**src/design/uce2u8_pkg.sv**
```systemverilog
// ----------------------------------------------------------------------------
// uce2u8_pkg: shared definitions for the universal character escape converter
// Holds the scan phase encoding, the character constants and the hex decoder.
// ----------------------------------------------------------------------------
package uce2u8_pkg;

  localparam int unsigned BurstLen = 6;

  localparam logic [7:0] ChBackslash = 8'h5C;
  localparam logic [7:0] ChLowerU    = 8'h75;

  // Scan phase, one-hot.
  typedef enum logic [5:0] {
    PH_IDLE   = 6'b000001,
    PH_BSLASH = 6'b000010,
    PH_U      = 6'b000100,
    PH_D1     = 6'b001000,
    PH_D2     = 6'b010000,
    PH_D3     = 6'b100000
  } phase_e;

  typedef logic [7:0] byte_t;

  typedef struct packed {
    logic       valid;
    logic [3:0] value;
  } hex_t;

  // Decodes one ASCII hex digit in either case.
  function automatic hex_t hex_decode(input logic [7:0] b);
    hex_t h;
    h.valid = 1'b1;
    h.value = 4'd0;
    if (b >= 8'h30 && b <= 8'h39) begin
      h.value = 4'(b - 8'h30);
    end else if (b >= 8'h61 && b <= 8'h66) begin
      h.value = 4'(b - 8'h61 + 8'd10);
    end else if (b >= 8'h41 && b <= 8'h46) begin
      h.value = 4'(b - 8'h41 + 8'd10);
    end else begin
      h.valid = 1'b0;
    end
    return h;
  endfunction

endpackage

```
**src/design/universal_char_escape_to_utf8.sv**
```systemverilog
// ----------------------------------------------------------------------------
// universal_char_escape_to_utf8: \uXXXX escape to UTF-8 converter
// Replaces backslash-u escapes in a byte stream with their UTF-8 encoding.
// ----------------------------------------------------------------------------
// Usage:
//   Source text enters on the input channel one word (one byte) at a time,
//   with is_final_i marking the last byte of the text. Converted text leaves
//   on the output channel one byte per word, and out_final_o marks the last
//   byte of the whole text. Both channels use valid and stall: a word moves
//   at a rising edge where valid is high and stall is low.
//   Each accepted byte is decoded in the cycle it arrives and its whole group
//   of 0 to 6 result bytes is written into a burst register; the first byte
//   appears on the output in the cycle after acceptance.
//   Throughput is one input byte per cycle while each byte yields at most one
//   result (the usual case for plain text) and the receiver does not stall.
//   A byte that yields a group of several results stalls the input until
//   the group's last byte leaves, as the burst register drains one byte per
//   cycle. A byte that yields no result (a backslash, or a digit of a pending
//   escape) does not stall the input. The next byte is taken in the cycle
//   that the last byte of a group leaves, so no bubble separates groups.
//   When the receiver stalls, the burst register holds its contents and the
//   input stalls for as long as any byte of the group is still waiting.
//   Reset empties the burst register and returns the scanner to idle.
// ----------------------------------------------------------------------------
module universal_char_escape_to_utf8 (
  input  logic       clk_i,
  input  logic       rst_ni,
  input  logic       in_valid_i,
  output logic       in_stall_o,
  input  logic [7:0] in_byte_i,
  input  logic       is_final_i,
  output logic       out_valid_o,
  input  logic       out_stall_i,
  output logic [7:0] out_byte_o,
  output logic       out_final_o
);

  // Scanner state.
  uce2u8_pkg::phase_e phase_q, phase_d;
  logic [11:0]        code_q, code_d;
  uce2u8_pkg::byte_t  held_q [3];
  uce2u8_pkg::byte_t  held_d [3];

  // Burst register: the result group of one input byte, drained from entry 0.
  uce2u8_pkg::byte_t  burst_q [uce2u8_pkg::BurstLen];
  uce2u8_pkg::byte_t  burst_d [uce2u8_pkg::BurstLen];
  logic [2:0]         rem_q, rem_d;
  logic               fin_q, fin_d;

  logic in_acc;
  logic out_take;

  assign out_valid_o = (rem_q != 3'd0);
  assign out_byte_o  = burst_q[0];
  assign out_final_o = fin_q && (rem_q == 3'd1);
  assign out_take    = out_valid_o && !out_stall_i;

  // The input is free when the burst register is empty or its last byte
  // leaves in this cycle.
  assign in_stall_o = (rem_q > 3'd1) || ((rem_q == 3'd1) && out_stall_i);
  assign in_acc     = in_valid_i && !in_stall_o;

  // Decode of one byte. The result group is a prefix of the pending escape
  // text (backslash, u, held digits) followed by up to three tail bytes.
  uce2u8_pkg::hex_t  hx;
  uce2u8_pkg::byte_t pend [5];
  uce2u8_pkg::byte_t tail [3];
  uce2u8_pkg::byte_t grp  [uce2u8_pkg::BurstLen];
  logic [2:0]        pend_len;
  logic [1:0]        tail_len;
  logic [1:0]        k;
  logic              in_digits;
  logic [15:0]       full_code;
  logic [2:0]        tidx;

  always_comb begin
    hx        = uce2u8_pkg::hex_decode(in_byte_i);
    phase_d   = phase_q;
    code_d    = code_q;
    held_d    = held_q;
    pend_len  = 3'd0;
    tail_len  = 2'd0;
    tail[0]   = in_byte_i;
    tail[1]   = '0;
    tail[2]   = '0;
    k         = 2'd0;
    in_digits = 1'b0;
    full_code = {code_q, hx.value};

    case (phase_q)
      uce2u8_pkg::PH_U:  begin k = 2'd0; in_digits = 1'b1; end
      uce2u8_pkg::PH_D1: begin k = 2'd1; in_digits = 1'b1; end
      uce2u8_pkg::PH_D2: begin k = 2'd2; in_digits = 1'b1; end
      uce2u8_pkg::PH_D3: begin k = 2'd3; in_digits = 1'b1; end
      default: begin
        k         = 2'd0;
        in_digits = 1'b0;
      end
    endcase

    if (phase_q == uce2u8_pkg::PH_BSLASH) begin
      if (in_byte_i == uce2u8_pkg::ChLowerU) begin
        phase_d = uce2u8_pkg::PH_U;
        code_d  = '0;
        if (is_final_i) begin
          pend_len = 3'd2;
        end
      end else begin
        tail[0]  = uce2u8_pkg::ChBackslash;
        tail[1]  = in_byte_i;
        tail_len = 2'd2;
        phase_d  = uce2u8_pkg::PH_IDLE;
      end
    end else if (in_digits && hx.valid) begin
      if (k != 2'd3) begin
        held_d[k] = in_byte_i;
        code_d    = {code_q[7:0], hx.value};
        case (phase_q)
          uce2u8_pkg::PH_U:  phase_d = uce2u8_pkg::PH_D1;
          uce2u8_pkg::PH_D1: phase_d = uce2u8_pkg::PH_D2;
          default:           phase_d = uce2u8_pkg::PH_D3;
        endcase
        // A final byte flushes the escape seen so far, new digit included.
        if (is_final_i) begin
          pend_len = 3'd3 + 3'(k);
        end
      end else begin
        phase_d = uce2u8_pkg::PH_IDLE;
        code_d  = '0;
        if (full_code == 16'd0) begin
          // A zero code point passes through as written.
          pend_len = 3'd5;
          tail_len = 2'd1;
        end else if (full_code < 16'h0080) begin
          tail[0]  = full_code[7:0];
          tail_len = 2'd1;
        end else if (full_code < 16'h0800) begin
          tail[0]  = {3'b110, full_code[10:6]};
          tail[1]  = {2'b10, full_code[5:0]};
          tail_len = 2'd2;
        end else begin
          tail[0]  = {4'b1110, full_code[15:12]};
          tail[1]  = {2'b10, full_code[11:6]};
          tail[2]  = {2'b10, full_code[5:0]};
          tail_len = 2'd3;
        end
      end
    end else begin
      // Idle, or a broken escape: emit what is pending, then scan the byte
      // as if idle.
      if (in_digits) begin
        pend_len = 3'd2 + 3'(k);
        code_d   = '0;
      end
      if (in_byte_i == uce2u8_pkg::ChBackslash) begin
        phase_d = uce2u8_pkg::PH_BSLASH;
        if (is_final_i) begin
          tail_len = 2'd1;
        end
      end else begin
        phase_d  = uce2u8_pkg::PH_IDLE;
        tail_len = 2'd1;
      end
    end

    if (is_final_i) begin
      phase_d = uce2u8_pkg::PH_IDLE;
      code_d  = '0;
    end

    pend[0] = uce2u8_pkg::ChBackslash;
    pend[1] = uce2u8_pkg::ChLowerU;
    pend[2] = held_d[0];
    pend[3] = held_d[1];
    pend[4] = held_d[2];

    for (int i = 0; i < uce2u8_pkg::BurstLen; i++) begin
      tidx = 3'(i) - pend_len;
      if (3'(i) < pend_len) begin
        grp[i] = pend[i % 5];
      end else if (tidx < 3'(tail_len)) begin
        grp[i] = tail[tidx[1:0]];
      end else begin
        grp[i] = '0;
      end
    end
  end

  // Burst register update: load a new group, or shift out one byte.
  always_comb begin
    burst_d = burst_q;
    rem_d   = rem_q;
    fin_d   = fin_q;
    if (in_acc) begin
      burst_d = grp;
      rem_d   = pend_len + 3'(tail_len);
      fin_d   = is_final_i;
    end else if (out_take) begin
      for (int i = 0; i < uce2u8_pkg::BurstLen - 1; i++) begin
        burst_d[i] = burst_q[i + 1];
      end
      rem_d = rem_q - 3'd1;
    end
  end

  always_ff @(posedge clk_i or negedge rst_ni) begin
    if (!rst_ni) begin
      phase_q <= uce2u8_pkg::PH_IDLE;
      code_q  <= '0;
      rem_q   <= '0;
      fin_q   <= 1'b0;
    end else begin
      if (in_acc) begin
        phase_q <= phase_d;
        code_q  <= code_d;
      end
      rem_q <= rem_d;
      fin_q <= fin_d;
    end
  end

  // Payload registers need no reset.
  always_ff @(posedge clk_i) begin
    if (in_acc) begin
      held_q <= held_d;
    end
    burst_q <= burst_d;
  end

endmodule

```
**config.mk**
```make
export PLATFORM = sky130hd
export DESIGN_NAME = universal_char_escape_to_utf8
export DESIGN_NICKNAME = d
export VERILOG_FILES = /design/src/design/uce2u8_pkg.sv /design/src/design/universal_char_escape_to_utf8.sv
export SDC_FILE = /design/constraint.sdc
export NUM_CORES = 1
export LEC_CHECK = 0
export ABC_AREA = 1
export BUFFER_PORTS_ARGS = -buffer_cell sky130_fd_sc_hd__buf_2
export CORE_MARGIN = 2
export CORE_UTILIZATION = 35
export DETAILED_ROUTE_END_ITERATION = 10
export GPL_TIMING_DRIVEN = 0
export PLACE_DENSITY = 0.6
export REMOVE_ABC_BUFFERS = 1
export SLEW_MARGIN = 20
export SYNTH_ARGS = -nofsm -noshare
export SYNTH_HDL_FRONTEND = slang
export SYNTH_SLANG_ARGS = --single-unit
export TNS_END_PERCENT = 5
```
**constraint.sdc**
```tcl
create_clock -name clk_i -period 4.7 [get_ports clk_i]
set_input_delay 0.235 -clock clk_i [delete_from_list [all_inputs] [get_ports clk_i]]
set_output_delay 0.235 -clock clk_i [all_outputs]
set_load 0.1 [all_outputs]
```
==> metrics.yaml <==
layout:
  areaGrowthSynthToFinish_pct: 9.34
  final_common_cell: "nand2_1"
  drive_above_1_share_pct: 13.5
  regArea_um2: 2710
  fin_nets: 791
  stdcell_count: 983
  fillCellCount: 1804
  multi_input_area_um2: 2890
  postLayoutCoreUtil_pct: 38.9
  diodes: 0
  layout_common_cells: "202 x nand2_1, 72 x nor2_1, 72 x edfxtp_1, 71 x inv_1, 56 x nand3_1"
detailed_routing:
  firstDrtPassIters: 4
  ant_nets: 0
  wl_per_cell_um: 17.2
  finalWirelength_um: 16900
  num_vias: 5037
  drtIter0Drc: 434
  drc: 0
  vias_per_cell: 5.12
synth:
  yosys_warnings: 0
  syn-mean-instance-area_um2: 8.17
  yosys_register_bits: 94
  ys_seq_area_share_pct: 44.6
  syn_area_um2: 6080
  ys.flop_type: "edfxtp_1"
  synth-edff-count: 72
  ys_async_sr_fraction_pct: 23.4
  synthCells: 745
  synth.distinct_cells: 47
setup_path:
  crit_fanout: 18
  crit_path_start_kind: "flop"
  path_class: "flop to flop"
  critical-path-slowest-cell: "nor2_1"
  path_cells: "nor2_1, nand3_1, nor2_1, inv_1, o21ai_4, ha_2, clkinv_2, ha_1, a21oi_1, nand2_2, nor2_8, nand3_2, a21oi_2"
  cp_common_cell: "nor2_1"
  endpoint_kind: "flop"
  r2r_start: "phase_q[4]$_DFFE_PN0P_"
  reg2reg_depth: 13
  slowest_delay_ns: 0.52
  regToRegSetupSlack_ns: 0.41
  cp_data_required_time_ns: 4.91
  timing.critical_path.arrival_ns: 4.51
  worst_r2r_endpoint: "burst_q[25]$_DFFE_PP_"
sta:
  period_minus_slack_ns: 4.29
  fin_skew_ns: 0.00677
  slew_headroom_pct: 31.1
  hold_viol: 0
  tightest_slew_ns: 1.03
  fin_crit_sh_pct: 91.4
  setup_viol: 0
  rsz0062_at_grt: "false"
  max_freq_mhz: 233
  drv_slew: 0
clocking:
  cts_tree: "yes"
  cts_max_level: 3
  cts.sinks: 94
  root_buffer: "clkbuf_16"
  cts_made_buffers: 9
  clock_latency_ns: 0.35
  clk_pin_slew_ns: 0.07
  clk_path_buf_depth: 2
  postCtsSetupRepairBufs: 0
floorplan:
  core_area_um2: 17100
  dieArea_um2: 18500
  start_util_pct: 35.5
  fp-row-count: 48
  io_pins: 24
  die_h_um: 136
  die_w_um: 136
outcome:
  status: "complete, no violations"
placement:
  place_congestion: 0.988
  detailed_place_hpwl_um: 12400
  port_buffers: 23
  dp.cells: 966
min_path:
  hp-class: "input pin to flop"
  holdPathEnd: "fin_q$_DFFE_PN0P_"
  hold-path-cell-count: 3
  hold_start: "is_final_i"
power_and_ir_drop:
  power_density_nw_per_um2: 481
  power_leakage_uw: 0.00295
  ir_worst_vdd_v: 0.000288
global_route:
  grt_overflow: 0
  antenna_found_initial: 0
  grt_max_degree: 57
  grt_first_pass_wirelength_um: 26900
  globalRouteTotalUtil_pct: 19.3
  first_global_vias: 4923
job:
  maxCapViolCount: 0
Yosys cell counts (9+ instances only):
cell type	count	area [um^2]
clkbuf_1	12	45.0
nand3_1	56	280
o21ai_0	50	250
nand4_1	10	62.6
nand2_1	203	762
nand3_2	10	100
a21oi_2	10	87.6
dfrtp_1	21	526
inv_1	72	270
o22ai_1	9	56.3
edfxtp_1	72	2160
ha_1	24	300
a21oi_1	34	170
nor2_1	72	270
metrics by stage:
step	hold WS [ns]	TNS (ns)	instance area [um^2]	total power [uW]	setup slack, ns
after floorplan	-0.0606	0	5910	2240	0.0688
after global placement	0.235	-10.96	6300	2500	-0.745
after detailed placement	0.242	-1.26	6370	2530	-0.185
after CTS	0.246	0	6650	3220	0.250
after global routing	0.294	0	6650	3380	0.0258
final	0.252	0	6650	3200	0.406
power by group:
part	leakage [uW]	internal (uW)	switching, uW	total (uW)
sequential	0.000981	1280	79.6	1360
combinational	0.00184	278	875	1150
clock	0.000129	360	330	690
timing repair:
| item | in CTS | in global routing |
|---|---|---|
| endpoints found under the setup margin | 8 | 8 |
| gates resized for setup | 2 | 1 |
| gates cloned | 0 | 0 |
| hold buffers | 1 | 0 |
| endpoints found under the hold margin | 21 | 0 |
final cells by class:
cell class / count / share of cell area (%)
repair buffers: 26 / 2.71
well taps: 225 / 4.23
inverters: 84 / 4.85
clock inverters: 4 / 0.395
flip-flops and latches: 94 / 40.8
multi-input cells: 538 / 43.5
clock buffers: 12 / 3.55
flip-flops by register name, indices dropped and copies added, names as in the netlist:
signal,flops
fin_q,1
phase_q,6
code_q,12
rem_q,3
burst_q,40
out_byte_o,8
held_q,24
critical path, delay by kind of cell (launching register included):
kind	cells	cell delay, ns
adder cells (fa/ha/maj)	2	0.80
AO/OA/AOI/OAI	3	0.74
buffers and inverters	2	0.55
AND/OR/NAND/NOR	6	1.65
flip-flops	1	0.40
cell families after synthesis:
logic type | count (synthesis) | share of synthesized area, %
and+or+nand+nor | 384 | 29.6
AOI/OAI and AO/OA | 125 | 11.8
buffers and inverters | 113 | 8.16
DFF | 94 | 44.6
adders and majority gates | 25 | 5.26
xor gates and xnor gates | 4 | 0.576
worst max path at each step:
stage                           start                     to  cells past startpoint
6_report       phase_q[4]$_DFFE_PN0P_  burst_q[25]$_DFFE_PP_                     13
4_1_cts        phase_q[5]$_DFFE_PN0P_  burst_q[25]$_DFFE_PP_                     13
3_5_place_dp   phase_q[5]$_DFFE_PN0P_  burst_q[25]$_DFFE_PP_                     13
2_1_floorplan    rem_q[1]$_DFFE_PN0P_  code_q[3]$_DFFE_PN0P_                     11
3_3_place_gp     rem_q[1]$_DFFE_PN0P_  code_q[3]$_DFFE_PN0P_                     11
5_1_grt        phase_q[3]$_DFFE_PN0P_  burst_q[27]$_DFFE_PP_                     15
per-layer routing:
metal / routed length [um] / vias up / part of all wire (%) / GRT usage (%)
met2: 7740 / 130 / 46 / 30.6
li1: - / 2482 / - / -
met5: 0 / - / 0 / 0
met3: 675 / 32 / 4.0 / 3.13
met1: 8000 / 2393 / 47 / 26.4
met4: 472 / 0 / 2.8 / 7.41
No activity file was read; power rests on OpenSTA's default activity.
